### config.mk
export PLATFORM = sky130hd
export DESIGN_NAME = c_subset_lexer_unit_flat
export DESIGN_NICKNAME = d
export VERILOG_FILES = /design/src/hdl/csl_pkg.sv /design/src/hdl/csl_if.sv /design/src/hdl/csl_front.sv /design/src/hdl/csl_queue.sv /design/src/hdl/csl_back.sv /design/src/hdl/c_subset_lexer_unit.sv /design/src/flat_wrapper.sv
export SDC_FILE = /design/constraint.sdc
export NUM_CORES = 1
export LEC_CHECK = 0
export BUFFER_PORTS_ARGS = -buffer_cell sky130_fd_sc_hd__buf_2
export CAP_MARGIN = 10
export CORE_MARGIN = 2
export CORE_UTILIZATION = 57
export DETAILED_ROUTE_END_ITERATION = 8
export GPL_ROUTABILITY_DRIVEN = 0
export PLACE_DENSITY = 0.77
export SYNTH_ARGS = -nofsm -noshare
export SYNTH_HDL_FRONTEND = slang
export SYNTH_HIERARCHICAL = 1
export SYNTH_SLANG_ARGS = --single-unit
### constraint.sdc
create_clock -name i_clk -period 6.2 [get_ports i_clk]
set_input_delay 1.86 -clock i_clk [delete_from_list [all_inputs] [get_ports i_clk]]
set_output_delay 1.86 -clock i_clk [all_outputs]
set_load 0.1 [all_outputs]
### src/hdl/csl_pkg.sv
// Shared types, constants and lookup tables for the C subset lexer.
// No dependencies; the front, queue, back, top level and checker refer to this package.
`default_nettype none

package csl_pkg;

    // Token kind codes
    typedef logic [5:0] t_kind;

    localparam t_kind KIND_IDENT   = 6'd19;
    localparam t_kind KIND_INT     = 6'd20;
    localparam t_kind KIND_NOT     = 6'd21;
    localparam t_kind KIND_NE      = 6'd22;
    localparam t_kind KIND_ADD     = 6'd23;
    localparam t_kind KIND_ADD_EQ  = 6'd24;
    localparam t_kind KIND_INC     = 6'd25;
    localparam t_kind KIND_ASSIGN  = 6'd26;
    localparam t_kind KIND_EQ      = 6'd27;
    localparam t_kind KIND_SUB     = 6'd28;
    localparam t_kind KIND_SUB_EQ  = 6'd29;
    localparam t_kind KIND_DEC     = 6'd30;
    localparam t_kind KIND_MUL     = 6'd31;
    localparam t_kind KIND_MUL_EQ  = 6'd32;
    localparam t_kind KIND_LT      = 6'd33;
    localparam t_kind KIND_LE      = 6'd34;
    localparam t_kind KIND_GT      = 6'd35;
    localparam t_kind KIND_GE      = 6'd36;
    localparam t_kind KIND_BAND    = 6'd37;
    localparam t_kind KIND_LAND    = 6'd38;
    localparam t_kind KIND_BOR     = 6'd39;
    localparam t_kind KIND_LOR     = 6'd40;
    localparam t_kind KIND_MOD     = 6'd41;
    localparam t_kind KIND_TILDE   = 6'd42;
    localparam t_kind KIND_XOR     = 6'd43;
    localparam t_kind KIND_LPAREN  = 6'd44;
    localparam t_kind KIND_RPAREN  = 6'd45;
    localparam t_kind KIND_LBRACK  = 6'd46;
    localparam t_kind KIND_RBRACK  = 6'd47;
    localparam t_kind KIND_LBRACE  = 6'd48;
    localparam t_kind KIND_RBRACE  = 6'd49;
    localparam t_kind KIND_COMMA   = 6'd50;
    localparam t_kind KIND_SEMI    = 6'd51;
    localparam t_kind KIND_DOT     = 6'd52;
    localparam t_kind KIND_QUOTE   = 6'd53;
    localparam t_kind KIND_HASH    = 6'd54;
    localparam t_kind KIND_DIV     = 6'd55;
    localparam t_kind KIND_ERROR   = 6'd56;
    localparam t_kind KIND_NONE    = 6'd0;

    // Keyword table: text left-justified, padded with spaces
    localparam int KW_COUNT   = 19;
    localparam int KW_MAX_LEN = 8;
    localparam int KW_IDX_W   = $clog2(KW_MAX_LEN);

    localparam logic [KW_MAX_LEN*8-1:0] KW_TEXT [KW_COUNT] = '{
        "main    ", "const   ", "break   ", "continue", "return  ",
        "if      ", "else    ", "while   ", "do      ", "for     ",
        "int     ", "float   ", "double  ", "char    ", "void    ",
        "long    ", "short   ", "switch  ", "then    "
    };
    localparam logic [3:0] KW_LEN [KW_COUNT] = '{
        4'd4, 4'd5, 4'd5, 4'd8, 4'd6, 4'd2, 4'd4, 4'd5, 4'd2, 4'd3,
        4'd3, 4'd5, 4'd6, 4'd4, 4'd4, 4'd4, 4'd5, 4'd6, 4'd4
    };
    localparam logic [KW_COUNT-1:0] KW_ALL = '1;

    // Operators that may take a second character
    typedef struct packed {
        logic [7:0] first;
        t_kind      alone;
        logic [7:0] sec_a;
        t_kind      kind_a;
        logic [7:0] sec_b;
        t_kind      kind_b;
    } t_op_row;

    localparam int OP_COUNT = 9;
    localparam int OP_W     = $clog2(OP_COUNT);
    localparam logic [7:0] CH_NONE = 8'h00;

    localparam t_op_row OP_TAB [OP_COUNT] = '{
        '{"!", KIND_NOT,    "=", KIND_NE,     CH_NONE, KIND_NONE},
        '{"+", KIND_ADD,    "=", KIND_ADD_EQ, "+",     KIND_INC},
        '{"=", KIND_ASSIGN, "=", KIND_EQ,     CH_NONE, KIND_NONE},
        '{"-", KIND_SUB,    "=", KIND_SUB_EQ, "-",     KIND_DEC},
        '{"*", KIND_MUL,    "=", KIND_MUL_EQ, CH_NONE, KIND_NONE},
        '{"<", KIND_LT,     "=", KIND_LE,     CH_NONE, KIND_NONE},
        '{">", KIND_GT,     "=", KIND_GE,     CH_NONE, KIND_NONE},
        '{"&", KIND_BAND,   "&", KIND_LAND,   CH_NONE, KIND_NONE},
        '{"|", KIND_BOR,    "|", KIND_LOR,    CH_NONE, KIND_NONE}
    };

    typedef struct packed {
        logic            hit;
        logic [OP_W-1:0] idx;
    } t_op_hit;

    typedef struct packed {
        logic  hit;
        t_kind kind;
    } t_single;

    // One emitted token and the pair of tokens one byte can cause
    localparam int TOK_START_W = 32;
    localparam int TOK_LEN_W   = 8;

    typedef struct packed {
        t_kind                  kind;
        logic [TOK_START_W-1:0] start;
        logic [TOK_LEN_W-1:0]   length;
        logic                   too_long;
    } t_token;

    typedef struct packed {
        logic   two;
        t_token tok0;
        t_token tok1;
    } t_tok_pair;

    localparam int QUEUE_DEPTH = 4;
    localparam int QPTR_W      = $clog2(QUEUE_DEPTH);

    // Character idx of keyword k (only meaningful below its length)
    function automatic logic [7:0] kw_char(input int k, input logic [KW_IDX_W-1:0] idx);
        return KW_TEXT[k][(KW_MAX_LEN*8-1) - 8*idx -: 8];
    endfunction

    // Find the operator row whose first character is c
    function automatic t_op_hit op_lookup(input logic [7:0] c);
        t_op_hit res;
        res = '0;
        for (int i = 0; i < OP_COUNT; i++) begin
            if (!res.hit && OP_TAB[i].first == c) begin
                res.hit = 1'b1;
                res.idx = OP_W'(i);
            end
        end
        return res;
    endfunction

    // Single punctuation marks
    function automatic t_single single_lookup(input logic [7:0] c);
        t_single res;
        res.hit = 1'b1;
        case (c)
            "%":     res.kind = KIND_MOD;
            "~":     res.kind = KIND_TILDE;
            "^":     res.kind = KIND_XOR;
            "(":     res.kind = KIND_LPAREN;
            ")":     res.kind = KIND_RPAREN;
            "[":     res.kind = KIND_LBRACK;
            "]":     res.kind = KIND_RBRACK;
            "{":     res.kind = KIND_LBRACE;
            "}":     res.kind = KIND_RBRACE;
            ",":     res.kind = KIND_COMMA;
            ";":     res.kind = KIND_SEMI;
            ".":     res.kind = KIND_DOT;
            "\"":    res.kind = KIND_QUOTE;
            "#":     res.kind = KIND_HASH;
            default: begin
                res.hit  = 1'b0;
                res.kind = KIND_ERROR;
            end
        endcase
        return res;
    endfunction

endpackage

`default_nettype wire

### src/hdl/csl_if.sv
// Stream interfaces of the lexer: source bytes in, tokens out.
// Depends on nothing; used by the front, back and top level.
`default_nettype none

interface csl_in_if;
    logic       valid;
    logic       ready;
    logic [7:0] data_byte;
    logic       end_of_input;

    modport source (output valid, output data_byte, output end_of_input, input ready);
    modport sink   (input valid, input data_byte, input end_of_input, output ready);
endinterface

interface csl_out_if;
    logic        valid;
    logic        ready;
    logic [5:0]  token_kind;
    logic [31:0] token_start;
    logic [7:0]  token_length;
    logic        too_long;
    logic        last_of_item;

    modport source (output valid, output token_kind, output token_start,
                    output token_length, output too_long, output last_of_item,
                    input ready);
    modport sink   (input valid, input token_kind, input token_start,
                    input token_length, input too_long, input last_of_item,
                    output ready);
endinterface

`default_nettype wire

### src/hdl/csl_front.sv
// Front of the lexer: accepts one byte per beat, runs the scan state machine
// and classifies tokens into a pair record. Depends on csl_pkg and csl_if.
`default_nettype none

module csl_front #(
    parameter int MAX_TOKEN_LEN = 255,
    parameter int POSITION_BITS = 32
) (
    input  wire                 i_clk,
    input  wire                 i_rst_n,
    csl_in_if.sink              i_src,
    input  wire                 i_q_ready,
    output logic                o_push,
    output csl_pkg::t_tok_pair  o_pair
);

    localparam int LEN_W = $clog2(MAX_TOKEN_LEN + 1);

    typedef enum logic [7:0] {
        MODE_IDLE  = 8'b0000_0001,
        MODE_WORD  = 8'b0000_0010,
        MODE_NUM   = 8'b0000_0100,
        MODE_SLASH = 8'b0000_1000,
        MODE_LINE  = 8'b0001_0000,
        MODE_BLOCK = 8'b0010_0000,
        MODE_BSTAR = 8'b0100_0000,
        MODE_OP    = 8'b1000_0000
    } t_mode;

    t_mode                          r_mode,  n_mode;
    logic [csl_pkg::OP_W-1:0]       r_op,    n_op;
    logic [POSITION_BITS-1:0]       r_start, n_start;
    logic [LEN_W-1:0]               r_len,   n_len;
    logic                           r_ovf,   n_ovf;
    logic [csl_pkg::KW_COUNT-1:0]   r_cand,  n_cand;
    logic [POSITION_BITS-1:0]       r_pos,   n_pos;

    logic [7:0]                     c;
    logic                           eoi, accept;
    logic                           is_alpha, is_digit, is_word, is_space;
    logic [csl_pkg::KW_COUNT-1:0]   m_add, m_first;
    csl_pkg::t_kind                 word_kind;
    logic [LEN_W-1:0]               g_len;
    logic                           g_ovf;
    logic [POSITION_BITS+31:0]      pos_ext, start_ext;
    logic [LEN_W+7:0]               len_ext;
    logic [31:0]                    pos32, start32;
    logic [7:0]                     len8;
    csl_pkg::t_op_row               row;
    csl_pkg::t_op_hit               op_hit;
    csl_pkg::t_single               sgl;
    csl_pkg::t_token                pend_tok, sb_tok, tok_a;
    t_mode                          sb_mode;
    logic [csl_pkg::OP_W-1:0]       sb_op;
    logic [LEN_W-1:0]               sb_len;
    logic [csl_pkg::KW_COUNT-1:0]   sb_cand;
    logic                           sb_emit;
    logic                           has_a, do_sb, has_b;

    assign c      = i_src.data_byte;
    assign eoi    = i_src.end_of_input;
    assign accept = i_src.valid && i_src.ready;
    assign i_src.ready = i_q_ready;

    // Character classes and table lookups
    assign is_alpha = (c >= "a" && c <= "z") || (c >= "A" && c <= "Z");
    assign is_digit = (c >= "0" && c <= "9");
    assign is_word  = is_alpha || is_digit || (c == "_");
    assign is_space = (c == " ") || (c == "\n") || (c == "\t");
    assign op_hit   = csl_pkg::op_lookup(c);
    assign sgl      = csl_pkg::single_lookup(c);
    assign row      = csl_pkg::OP_TAB[r_op];

    // Width adaptation of position and length to the token fields
    assign pos_ext   = {32'd0, r_pos};
    assign start_ext = {32'd0, r_start};
    assign len_ext   = {8'd0, r_len};
    assign pos32     = pos_ext[31:0];
    assign start32   = start_ext[31:0];
    assign len8      = len_ext[7:0];

    // Keyword candidate masks for this byte, and the finished word's kind
    always_comb begin
        for (int k = 0; k < csl_pkg::KW_COUNT; k++) begin
            m_add[k] = !r_ovf && (r_len < LEN_W'(csl_pkg::KW_LEN[k])) &&
                       (csl_pkg::kw_char(k, r_len[csl_pkg::KW_IDX_W-1:0]) == c);
            m_first[k] = (csl_pkg::KW_TEXT[k][csl_pkg::KW_MAX_LEN*8-1 -: 8] == c);
        end
        word_kind = csl_pkg::KIND_IDENT;
        if (!r_ovf) begin
            for (int k = csl_pkg::KW_COUNT - 1; k >= 0; k--) begin
                if (r_cand[k] && r_len == LEN_W'(csl_pkg::KW_LEN[k])) begin
                    word_kind = csl_pkg::t_kind'(k);
                end
            end
        end
    end

    // Saturating length growth
    always_comb begin
        g_len = r_len;
        g_ovf = r_ovf;
        if (r_len < LEN_W'(MAX_TOKEN_LEN)) begin
            g_len = r_len + LEN_W'(1);
        end else begin
            g_ovf = 1'b1;
        end
    end

    // Token that the current scan state would flush
    always_comb begin
        pend_tok.start    = start32;
        pend_tok.length   = 8'd1;
        pend_tok.too_long = 1'b0;
        case (r_mode)
            MODE_WORD: begin
                pend_tok.kind     = word_kind;
                pend_tok.length   = len8;
                pend_tok.too_long = r_ovf;
            end
            MODE_NUM: begin
                pend_tok.kind     = csl_pkg::KIND_INT;
                pend_tok.length   = len8;
                pend_tok.too_long = r_ovf;
            end
            MODE_SLASH: pend_tok.kind = csl_pkg::KIND_DIV;
            MODE_OP:    pend_tok.kind = row.alone;
            default:    pend_tok.kind = csl_pkg::KIND_ERROR;
        endcase
    end

    // Classify the byte as the start of a new token
    always_comb begin
        sb_mode = MODE_IDLE;
        sb_op   = '0;
        sb_len  = '0;
        sb_cand = csl_pkg::KW_ALL;
        sb_emit = 1'b0;
        sb_tok  = '{kind: csl_pkg::KIND_ERROR, start: pos32, length: 8'd1, too_long: 1'b0};
        if (is_space) begin
            sb_mode = MODE_IDLE;
        end else if (is_alpha || c == "_") begin
            sb_mode = MODE_WORD;
            sb_len  = LEN_W'(1);
            sb_cand = m_first;
        end else if (is_digit) begin
            sb_mode = MODE_NUM;
            sb_len  = LEN_W'(1);
        end else if (c == "/") begin
            sb_mode = MODE_SLASH;
        end else if (op_hit.hit) begin
            sb_mode = MODE_OP;
            sb_op   = op_hit.idx;
        end else begin
            sb_emit     = 1'b1;
            sb_tok.kind = sgl.hit ? sgl.kind : csl_pkg::KIND_ERROR;
        end
    end

    // Next state of the scanner
    always_comb begin
        n_mode  = r_mode;
        n_op    = r_op;
        n_start = r_start;
        n_len   = r_len;
        n_ovf   = r_ovf;
        n_cand  = r_cand;
        n_pos   = r_pos + POSITION_BITS'(1);
        has_a   = 1'b0;
        do_sb   = 1'b0;
        tok_a   = pend_tok;
        if (eoi) begin
            // flush and return to the start of a new stream
            has_a   = r_mode inside {MODE_WORD, MODE_NUM, MODE_SLASH, MODE_OP};
            n_mode  = MODE_IDLE;
            n_op    = '0;
            n_start = '0;
            n_len   = '0;
            n_ovf   = 1'b0;
            n_cand  = csl_pkg::KW_ALL;
            n_pos   = '0;
        end else begin
            case (r_mode)
                MODE_WORD: begin
                    if (is_word) begin
                        n_cand = r_cand & m_add;
                        n_len  = g_len;
                        n_ovf  = g_ovf;
                    end else begin
                        has_a = 1'b1;
                        do_sb = 1'b1;
                    end
                end
                MODE_NUM: begin
                    if (is_digit) begin
                        n_len = g_len;
                        n_ovf = g_ovf;
                    end else begin
                        has_a = 1'b1;
                        do_sb = 1'b1;
                    end
                end
                MODE_SLASH: begin
                    if (c == "/") begin
                        n_mode = MODE_LINE;
                    end else if (c == "*") begin
                        n_mode = MODE_BLOCK;
                    end else begin
                        has_a = 1'b1;
                        do_sb = 1'b1;
                    end
                end
                MODE_LINE: begin
                    if (c == "\n") n_mode = MODE_IDLE;
                end
                MODE_BLOCK: begin
                    if (c == "*") n_mode = MODE_BSTAR;
                end
                MODE_BSTAR: begin
                    if (c == "/") begin
                        n_mode = MODE_IDLE;
                    end else if (c != "*") begin
                        n_mode = MODE_BLOCK;
                    end
                end
                MODE_OP: begin
                    if (row.sec_a != csl_pkg::CH_NONE && c == row.sec_a) begin
                        has_a  = 1'b1;
                        tok_a  = '{kind: row.kind_a, start: start32, length: 8'd2,
                                   too_long: 1'b0};
                        n_mode = MODE_IDLE;
                    end else if (row.sec_b != csl_pkg::CH_NONE && c == row.sec_b) begin
                        has_a  = 1'b1;
                        tok_a  = '{kind: row.kind_b, start: start32, length: 8'd2,
                                   too_long: 1'b0};
                        n_mode = MODE_IDLE;
                    end else begin
                        has_a = 1'b1;
                        do_sb = 1'b1;
                    end
                end
                default: do_sb = 1'b1;
            endcase
            if (do_sb) begin
                n_mode  = sb_mode;
                n_op    = sb_op;
                n_start = r_pos;
                n_len   = sb_len;
                n_ovf   = 1'b0;
                n_cand  = sb_cand;
            end
        end
    end

    // Pack up to two tokens for the queue
    assign has_b       = do_sb && sb_emit;
    assign o_push      = accept && (has_a || has_b);
    assign o_pair.two  = has_a && has_b;
    assign o_pair.tok0 = has_a ? tok_a : sb_tok;
    assign o_pair.tok1 = sb_tok;

    // Advance the scanner on each accepted beat
    always_ff @(posedge i_clk) begin
        if (!i_rst_n) begin
            r_mode  <= MODE_IDLE;
            r_op    <= '0;
            r_start <= '0;
            r_len   <= '0;
            r_ovf   <= 1'b0;
            r_cand  <= csl_pkg::KW_ALL;
            r_pos   <= '0;
        end else if (accept) begin
            r_mode  <= n_mode;
            r_op    <= n_op;
            r_start <= n_start;
            r_len   <= n_len;
            r_ovf   <= n_ovf;
            r_cand  <= n_cand;
            r_pos   <= n_pos;
        end
    end

endmodule

`default_nettype wire

### src/hdl/csl_queue.sv
// Short queue of token pairs between the front and the back.
// Depends on csl_pkg.
`default_nettype none

module csl_queue (
    input  wire                 i_clk,
    input  wire                 i_rst_n,
    input  wire                 i_push,
    input  csl_pkg::t_tok_pair  i_pair,
    output logic                o_ready,
    output logic                o_head_valid,
    output csl_pkg::t_tok_pair  o_head,
    input  wire                 i_pop
);

    csl_pkg::t_tok_pair               r_mem [csl_pkg::QUEUE_DEPTH];
    logic [csl_pkg::QPTR_W-1:0]       r_wr, r_rd;
    logic [csl_pkg::QPTR_W:0]         r_cnt, n_cnt;

    assign o_ready      = (r_cnt != (csl_pkg::QPTR_W + 1)'(csl_pkg::QUEUE_DEPTH));
    assign o_head_valid = (r_cnt != '0);
    assign o_head       = r_mem[r_rd];

    // Track occupancy
    always_comb begin
        n_cnt = r_cnt;
        if (i_push && !i_pop) begin
            n_cnt = r_cnt + (csl_pkg::QPTR_W + 1)'(1);
        end else if (!i_push && i_pop) begin
            n_cnt = r_cnt - (csl_pkg::QPTR_W + 1)'(1);
        end
    end

    // Advance pointers
    always_ff @(posedge i_clk) begin
        if (!i_rst_n) begin
            r_wr  <= '0;
            r_rd  <= '0;
            r_cnt <= '0;
        end else begin
            if (i_push) r_wr <= r_wr + csl_pkg::QPTR_W'(1);
            if (i_pop)  r_rd <= r_rd + csl_pkg::QPTR_W'(1);
            r_cnt <= n_cnt;
        end
    end

    // Store entries
    always_ff @(posedge i_clk) begin
        if (i_push) begin
            r_mem[r_wr] <= i_pair;
        end
    end

endmodule

`default_nettype wire

### src/hdl/csl_back.sv
// Back of the lexer: splits queued token pairs into single output beats and
// holds them in an output register. Depends on csl_pkg and csl_if.
`default_nettype none

module csl_back (
    input  wire                 i_clk,
    input  wire                 i_rst_n,
    input  wire                 i_head_valid,
    input  csl_pkg::t_tok_pair  i_head,
    output logic                o_pop,
    csl_out_if.source           o_tok
);

    logic               r_vld;
    logic               r_sel;
    logic               r_last;
    csl_pkg::t_token    r_tok;
    logic               load, take, last;
    csl_pkg::t_token    tok;

    // Pick the next token of the head pair
    assign load  = !r_vld || o_tok.ready;
    assign take  = load && i_head_valid;
    assign tok   = r_sel ? i_head.tok1 : i_head.tok0;
    assign last  = r_sel || !i_head.two;
    assign o_pop = take && last;

    // Hold the output beat until taken
    always_ff @(posedge i_clk) begin
        if (!i_rst_n) begin
            r_vld <= 1'b0;
            r_sel <= 1'b0;
        end else begin
            if (load) r_vld <= i_head_valid;
            if (take) r_sel <= !last;
        end
    end

    always_ff @(posedge i_clk) begin
        if (take) begin
            r_tok  <= tok;
            r_last <= last;
        end
    end

    assign o_tok.valid        = r_vld;
    assign o_tok.token_kind   = r_tok.kind;
    assign o_tok.token_start  = r_tok.start;
    assign o_tok.token_length = r_tok.length;
    assign o_tok.too_long     = r_tok.too_long;
    assign o_tok.last_of_item = r_last;

endmodule

`default_nettype wire

### src/hdl/c_subset_lexer_unit.sv
// A token passes from the edge that accepts the byte that ends it into the pair queue,
// and from the queue head into the output register, where it waits until taken.
// Throughput: one byte per cycle; tokens leave at one per cycle from the output
// register while the output is ready, and a 4-entry pair queue lets a byte that
// ends two tokens pass. Input ready drops only while that queue is full.
// Reset (synchronous, active low) returns the scanner to idle at offset 0 and
// empties the queue and the output register.
`default_nettype none

module c_subset_lexer_unit #(
    parameter int MAX_TOKEN_LEN = 255,
    parameter int POSITION_BITS = 32
) (
    input  wire         i_clk,
    input  wire         i_rst_n,
    csl_in_if.sink      i_src,
    csl_out_if.source   o_tok
);

    logic                   q_ready, push, pop, head_valid;
    csl_pkg::t_tok_pair     pair, head;

    // Scan and classify
    csl_front #(
        .MAX_TOKEN_LEN (MAX_TOKEN_LEN),
        .POSITION_BITS (POSITION_BITS)
    ) u_front (
        .i_clk     (i_clk),
        .i_rst_n   (i_rst_n),
        .i_src     (i_src),
        .i_q_ready (q_ready),
        .o_push    (push),
        .o_pair    (pair)
    );

    // Decouple
    csl_queue u_queue (
        .i_clk        (i_clk),
        .i_rst_n      (i_rst_n),
        .i_push       (push),
        .i_pair       (pair),
        .o_ready      (q_ready),
        .o_head_valid (head_valid),
        .o_head       (head),
        .i_pop        (pop)
    );

    // Serialize tokens
    csl_back u_back (
        .i_clk        (i_clk),
        .i_rst_n      (i_rst_n),
        .i_head_valid (head_valid),
        .i_head       (head),
        .o_pop        (pop),
        .o_tok        (o_tok)
    );

endmodule

`default_nettype wire

### src/flat_wrapper.sv
// flat-port wrapper written by rule: the top's interface ports become plain ports
module c_subset_lexer_unit_flat 
#(
    parameter int MAX_TOKEN_LEN = 255,
    parameter int POSITION_BITS = 32
)
  (i_clk, i_rst_n, i_src_valid, i_src_data_byte, i_src_end_of_input, i_src_ready, o_tok_valid, o_tok_token_kind, o_tok_token_start, o_tok_token_length, o_tok_too_long, o_tok_last_of_item, o_tok_ready);
  csl_in_if i_src_i ();
  csl_out_if o_tok_i ();
  input  wire i_clk;
  input  wire i_rst_n;
  input wire logic [$bits(i_src_i.valid)-1:0] i_src_valid;
  input wire logic [$bits(i_src_i.data_byte)-1:0] i_src_data_byte;
  input wire logic [$bits(i_src_i.end_of_input)-1:0] i_src_end_of_input;
  output wire logic [$bits(i_src_i.ready)-1:0] i_src_ready;
  output wire logic [$bits(o_tok_i.valid)-1:0] o_tok_valid;
  output wire logic [$bits(o_tok_i.token_kind)-1:0] o_tok_token_kind;
  output wire logic [$bits(o_tok_i.token_start)-1:0] o_tok_token_start;
  output wire logic [$bits(o_tok_i.token_length)-1:0] o_tok_token_length;
  output wire logic [$bits(o_tok_i.too_long)-1:0] o_tok_too_long;
  output wire logic [$bits(o_tok_i.last_of_item)-1:0] o_tok_last_of_item;
  input wire logic [$bits(o_tok_i.ready)-1:0] o_tok_ready;
  assign i_src_i.valid = i_src_valid;
  assign i_src_i.data_byte = i_src_data_byte;
  assign i_src_i.end_of_input = i_src_end_of_input;
  assign i_src_ready = i_src_i.ready;
  assign o_tok_valid = o_tok_i.valid;
  assign o_tok_token_kind = o_tok_i.token_kind;
  assign o_tok_token_start = o_tok_i.token_start;
  assign o_tok_token_length = o_tok_i.token_length;
  assign o_tok_too_long = o_tok_i.too_long;
  assign o_tok_last_of_item = o_tok_i.last_of_item;
  assign o_tok_i.ready = o_tok_ready;
  c_subset_lexer_unit #(.MAX_TOKEN_LEN(MAX_TOKEN_LEN), .POSITION_BITS(POSITION_BITS)) u_core (.i_clk(i_clk), .i_rst_n(i_rst_n), .i_src(i_src_i), .o_tok(o_tok_i));
endmodule
; ---- Word-level counts from Yosys, hierarchy flattened
; Memories as Yosys holds them, arrays and structs flattened. A register that Yosys moved wholly into a read port is not among the register bits.
; Cells that the tools add are included.
[op_classes]
add_sub_neg = 7
eq_ne = 85
n_shift = 19
reduce_logical = 105
muxes = 116
bitwise_logic = 2
n_lt_le_gt_ge = 14
[op_table]
columns = operator, count
row1 = $shiftx 71x33->8 const A, 19
row2 = $mux 47, 6
row3 = $eq 8x8->1, 21
row4 = $mux 8, 20
row5 = $mux 6, 25
row6 = $mux 19, 6
row7 = $eq 7x8->1 const A, 14
row8 = $eq 8x6->1 const B, 12
row9 = $mux 32, 3
row10 = $pmux 5 s14, 1
row11 = $mux 34, 2
row12 = $logic_and 1x1->1, 65
row13 = $eq 6x8->1 const A, 8
row14 = $eq 8x7->1 const B, 8
row15 = $mux 5, 9
row16 = $pmux 8 s5, 1
row17 = $add 32x1->32 const B, 1
row18 = $eq 8x3->1 const B, 4
row19 = $eq 8x4->1 const B, 4
row20 = $mux 4, 7
row21 = $mux 1, 26
row22 = $eq 8x2->1 const B, 3
row23 = $lt 8x3->1 const B, 3
row24 = $pmux 6 s4, 1
row25 = 45 further kinds, 79
[totals]
n_memories = 2
mem_bits_rw = 344
output_inout_bits = 50
ff_bits = 161
input_bits = 13
wordCells = 367
romBits = 672
[memory_table]
columns = name, depth, width, read_ports, rd_clocked_by_memory_dff, write_ports, line
row1 = (no name shown), 16, 42, 1, 0, 0, csl_front.sv:72  ; assign row = csl_pkg::OP_TAB[r_op];
row2 = u_core.u_queue.r_mem, 4, 86, 1, 1, 1, csl_queue.sv:16  ; csl_pkg::t_tok_pair r_mem [csl_pkg::QUEUE_DEPTH];

; ---- Logic depth before layout (Yosys ltp)
[depth]
depth_word = 38
ltp_mapped = 16
depth_no_buf = 15

; ---- Hierarchy
; The synthesis kept the hierarchy.
[modules_own_cells]
columns = mod, n_inst, seq_area_each_um2, cells_per_inst, area_per_inst_um2
row1 = csl_queue, 1, 11591.1, 541, 14198.6
row2 = csl_front, 1, 2082.0, 1164, 8745.9
row3 = csl_back, 1, 1481.4, 113, 2145.8

; ---- Worst setup path after synthesis
; Ideal clock, no wire load.
[synth_path]
path_kind = input -> register
startpoint = input i_src_data_byte[3]
endpoint = memory u_core/u_queue/r_mem[0][0] in the netlist's numbering, enable pin
required_ns = 5.736
stages = 11
slack_ns = -0.295
path_buffers = 3
setup_ns = 0.464
arrival_time_ns = 6.031
path_cell_list = buf_2 > or2_1 > clkbuf_1 > nor3_1 > o2111a_1 > nor3_2 > nand2_1 > buf_2 > nand3_1 > a21oi_1 > and2_1
[synth_via]
elab_chain_cells = 36
word_cells_on_any_way = 80
cone_classes = order compare (6) / eq/ne (17) / mux (27) / reduce/logical (30)
[synth_rtl]
columns = item, line
row1 = from (decl), flat_wrapper.sv:13  ; input wire logic [$bits(i_src_i.data_byte)-1:0] i_src_data_byte;
row2 = $eq 6x8->1, csl_pkg.sv:133  ; if (!res.hit && OP_TAB[i].first == c) begin
row3 = $mux 5, csl_pkg.sv:133
row4 = $logic_not 1->1, csl_pkg.sv:133
row5 = $logic_and 1x1->1, csl_pkg.sv:133
row6 = $mux 5, csl_pkg.sv:133
row7 = $logic_not 1->1, csl_pkg.sv:133
row8 = $logic_and 1x1->1, csl_pkg.sv:133
row9 = $mux 5, csl_pkg.sv:133
row10 = (+21 left out), n/a
row11 = $mux 1, csl_front.sv:142  ; end else if (is_alpha || c == "_") begin
row12 = $mux 1, csl_front.sv:140  ; if (is_space) begin
row13 = $logic_and 1x1->1, csl_front.sv:256  ; assign has_b = do_sb && sb_emit;
row14 = $logic_or 1x1->1 *, csl_front.sv:257  ; assign o_push = accept && (has_a || has_b);
row15 = $logic_and 1x1->1 *, csl_front.sv:257
row16 = net u_core.push, c_subset_lexer_unit.sv:20  ; logic q_ready, push, pop, head_valid;
row17 = $mux 1 *, csl_queue.sv:49  ; if (i_push) begin
row18 = $mux 1 (implied by the code) *, csl_queue.sv:50  ; r_mem[r_wr] <= i_pair;
row19 = to (decl), csl_queue.sv:16
; The timed path passes the listed nets; every way through them passes the cells marked *. The select of a mux whose other input is x is not followed.

; ---- Final worst setup path
[layout_path]
startpoint = input i_src_data_byte[1]
endpoint = register u_core/u_queue/r_cnt[2] in the netlist's numbering
[layout_via]
elab_chain_cells = 37
word_cells_on_any_way = 83
cone_classes = order compare (6) / eq/ne (17) / mux (26) / reduce/logical (34)
[layout_rtl]
columns = item, line
row1 = $eq 6x8->1, csl_pkg.sv:133
row2 = $mux 5, csl_pkg.sv:133
row3 = $logic_not 1->1, csl_pkg.sv:133
row4 = $logic_and 1x1->1, csl_pkg.sv:133
row5 = $mux 5, csl_pkg.sv:133
row6 = $logic_not 1->1, csl_pkg.sv:133
row7 = $logic_and 1x1->1, csl_pkg.sv:133
row8 = $mux 5, csl_pkg.sv:133
row9 = (+22 left out), n/a
row10 = $mux 1, csl_front.sv:140
row11 = $logic_and 1x1->1, csl_front.sv:256
row12 = $logic_or 1x1->1 *, csl_front.sv:257
row13 = $logic_and 1x1->1 *, csl_front.sv:257
row14 = net u_core.push, c_subset_lexer_unit.sv:20
row15 = $logic_not 1->1, csl_queue.sv:29  ; end else if (!i_push && i_pop) begin
row16 = $logic_and 1x1->1, csl_queue.sv:29
row17 = $reduce_bool 2->1 (no source line), n/a
row18 = to (signal assigned), csl_queue.sv:43  ; r_cnt <= n_cnt;
row19 = to (decl), csl_queue.sv:18  ; logic [csl_pkg::QPTR_W:0] r_cnt, n_cnt;
; Marks and branches as above.
; A chain may end at the register's enable or synchronous reset.

==> summary.txt <==
Status
  • Status: finished, final reports clean

Synthesis
  • Synth top area share: 0.5122
  • Synth Warn #: 6
  • Synth Register Bits: 543
  • Yosys cell types: 95
  • Synth top cells by count: 428 x edfxtp_1, 115 x dfxtp_1, 113 x nand2_1
  • Dominant synthesized flop cell: edfxtp_1
  • Largest area contributor in the netlist: edfxtp_1
  • Syn_area_per_cell: 13.80 um^2
  • EDFF count, synth: 428
  • Post-Synthesis Cells: about 1,800
  • Count leader, synth: edfxtp_1
  • Area contributors post-synth: edfxtp_1 51%, dfxtp_1 9.2%, mux4_2 8.5%
  • FFs w/ async S/R, synth: 0
  • Post-Syn Area: 25,090 um^2
  • Register area share after synthesis: 0.6040

Layout
  • Multi-input gate area: 9050 um^2
  • Nets: 1,872
  • Filler Cells Inserted: 3,035
  • Share of cells above drive strength 1: 0.2074
  • Reg area: about 15,000 um^2
  • Area grow syn2layout: 9.450%
  • ANT cells: 0

Die
  • Row cnt: 76
  • Initial core utilization: 0.5799
  • Io pins: 63
  • Die Area: 45,710 um^2
  • Die X: 213.8 um
  • Core area: 43,270 um^2
  • Die height: 213.8 um

Clock network
  • # hold bufs at CTS: 0
  • CTS Buffer Depth: 3
  • Postcts setup bufs: 0
  • Worst-Skew Late Latency: 0.56 ns
  • TritonCTS buffer count: 51
  • Sink Count: ~540
  • Htree depth: 2
  • CTS tree: yes
  • Clock transition at path regs: 0.06 ns
  • CTS Root Cell: clkbuf_16
  • Post-cts sizing count: 0

Job
  • Max-cap violations: 0

Drt
  • WL final: 57,830 um
  • Vias per cell: 6.564
  • Vias: approximately 16,000
  • # DRC: 0
  • Routed length per instance: about 23 um
  • Initial drt markers: about 2,100
  • Post-route ant nets: 0
  • DR pass1 iterations: 6

Power
  • Internal Power: a little under 7 mW
  • Net Sw Power: 3.400 mW
  • Total power: 10.15 mW
  • Pwr/cell area: 369.6 nW/um^2
  • VDD IR max: 0.0003092 V
  • Flop pwr share: 0.436
  • Switching Share: 0.3350
  • Clock Power Share: 0.301
  • Pleak: 8.960 nW
  • Comb power frac: 0.263

Placement
  • Port Buf Inserts: 62
  • DPL Wire Length: 35,810 um
  • DP Worst Slack: roughly 0.76 ns

Worst setup path
  • Register-to-Register Path Depth: 16
  • CP startpoint kind: primary input
  • Setup CP Type: primary input to flop
  • Crit path buf inv count: 3
  • Crit. path cell count: 15
  • Critical path, cell by cell: buf_2 -> o21ai_0 -> a2111oi_4 -> o2111a_1 -> nor3_2 -> nand2_1 -> nand3_1 -> a21oi_1 -> buf_4 -> ha_1 -> inv_1 -> fa_1 -> xor2_1 -> or3_1 -> a21boi_0
  • Delay-heaviest family, CP: compound AO/OA/AOI/OAI gates
  • Crit-path max cell delay: between 0.4 and 0.5 ns
  • CP max FO: 26
  • CP max stage cell: a2111oi_4
  • Worst Path Arrival: 5.47 ns
  • Worst Path Required: 6.68 ns
  • CP endpoint kind: flop

Global routing
  • First-pass GRT wire length: about 90,000 um
  • Total GRT Usage: 0.2568
  • Largest net degree at the start of global routing: a little over 70
  • Initial antenna violation count: 0
  • Total gr overflow: 0
  • Number of global-route vias before repair: ~16,000

Hold path
  • Hold WC Path Type: flop to flop
  • Worst Hold Depth: 1

STA
  • Clock skew: 0.01044 ns
  • Part of the cycle the worst path needs: 0.8042
  • Final setup viols: 0
  • RSZ-0062 raised after global routing: no
  • Fmax: 0.2006 GHz
  • Relative max-transition margin: 0.3289
  • Setup_tns: 0 ns
  • Final Max Tran Viols: 0
  • Hold Vio Cnt, Final: 0
  • Worst Tran Pin Value: between 0.9 and 1 ns
  • PnR worst setup slack: ~1.2 ns
  • Period minus WS final: 4.986 ns
## per-stage QoR
step / std cells / instance area [um^2] / util / hold slack (ns)
global placement: 2370 / 25800 / 0.5962 / 0.4572
global route: 2465 / 27460 / 0.6347 / 0.4930
CTS: 2465 / 27460 / 0.6347 / 0.4787
floorplan: 1826 / 25130 / - / 0.4361
finish: 2465 / 27460 / 0.6347 / 0.4807
detailed placement: 2370 / 25800 / 0.5962 / 0.4599
## logic make-up after synthesis
| kind of cell | after synthesis | synth area share |
|---|---|---|
| mux | 185 | 0.1265 |
| fa+ha+maj | 21 | 0.01077 |
| simple gates | 471 | 0.09909 |
| flops | 543 | 0.6040 |
| compound gates | 343 | 0.09689 |
| buf+inv | 181 | 0.03730 |
| other cells | 2 | 0.0002993 |
| xor+xnor | 72 | 0.02513 |
## power by group through the flow
| stage | combinational, mW | clock (mW) | sequential [mW] |
|---|---|---|---|
| 5_1_grt | 2.79 | 3.25 | 4.46 |
| 6_report | 2.67 | 3.05 | 4.42 |
| 3_5_place_dp | 2.67 | 0 | 4.50 |
| 4_1_cts | 2.69 | 3.10 | 4.43 |
| 2_1_floorplan | 1.08 | 0 | 5.66 |
| 3_3_place_gp | 2.65 | 0 | 4.49 |
## path summary, 6_finish.rpt
path	endpoint	slack [ns]	startpoint
worst max-delay path	u_core/u_queue/r_cnt[2]	1.21	i_src_data_byte[1]
worst min register to register	u_core/u_front/r_start[7]	0.48	u_core/u_front/r_start[7]
worst min-delay path	u_core/u_front/r_start[7]	0.48	u_core/u_front/r_start[7]
worst max register to register	u_core/u_queue/r_cnt[2]	2.17	u_core/u_front/r_op[2]
## state kept, by name, summed over array words and instances (netlist names), 8 cells and up, named ones only
signal	cells
u_core/u_front/len8	8
u_core/u_front/r_cand	19
u_core/u_back/o_tok.token_length	8
u_core/u_queue/r_mem	380
u_core/u_front/r_mode	8
u_core/u_front/pos32	32
u_core/u_back/o_tok.token_start	32
u_core/u_front/r_start	32
## cells in the final DEF (no fill, tap or decap), drive strengths merged, types with 11 or more instances in the layout
master,instances
and3,14
nor2,84
buf,101
a32oi,11
a22o,30
clkbuf,78
clkinv,13
inv,36
nand2,113
xnor2,37
or3,24
nand4,24
a31oi,15
nor3,38
and2,23
mux2,80
o22ai,11
a21oi,70
o21ai,80
nor2b,22
mux4,95
o2111ai,11
o211ai,11
nand3,65
nor4,19
dfxtp,115
xor2,35
o31ai,11
edfxtp,428
ha,20
## cell type report
cell class / instances / area share
inverter: 39 / 0.005331
multi-input combinational: 1102 / 0.3296
tap: 585 / 0.02665
timing repair buffer: 101 / 0.02561
clock inverter: 17 / 0.006379
clock buffer: 78 / 0.05426
sequential: 543 / 0.5522
## routing by layer
| layer | routed length (um) | global-route usage |
|---|---|---|
| met4 | 2097 | 0.09459 |
| met2 | 27770 | 0.4212 |
| met3 | 5370 | 0.04731 |
| met1 | 22600 | 0.3452 |
| met5 | 0 | 0 |
Power figures use the tool's default switching activity.
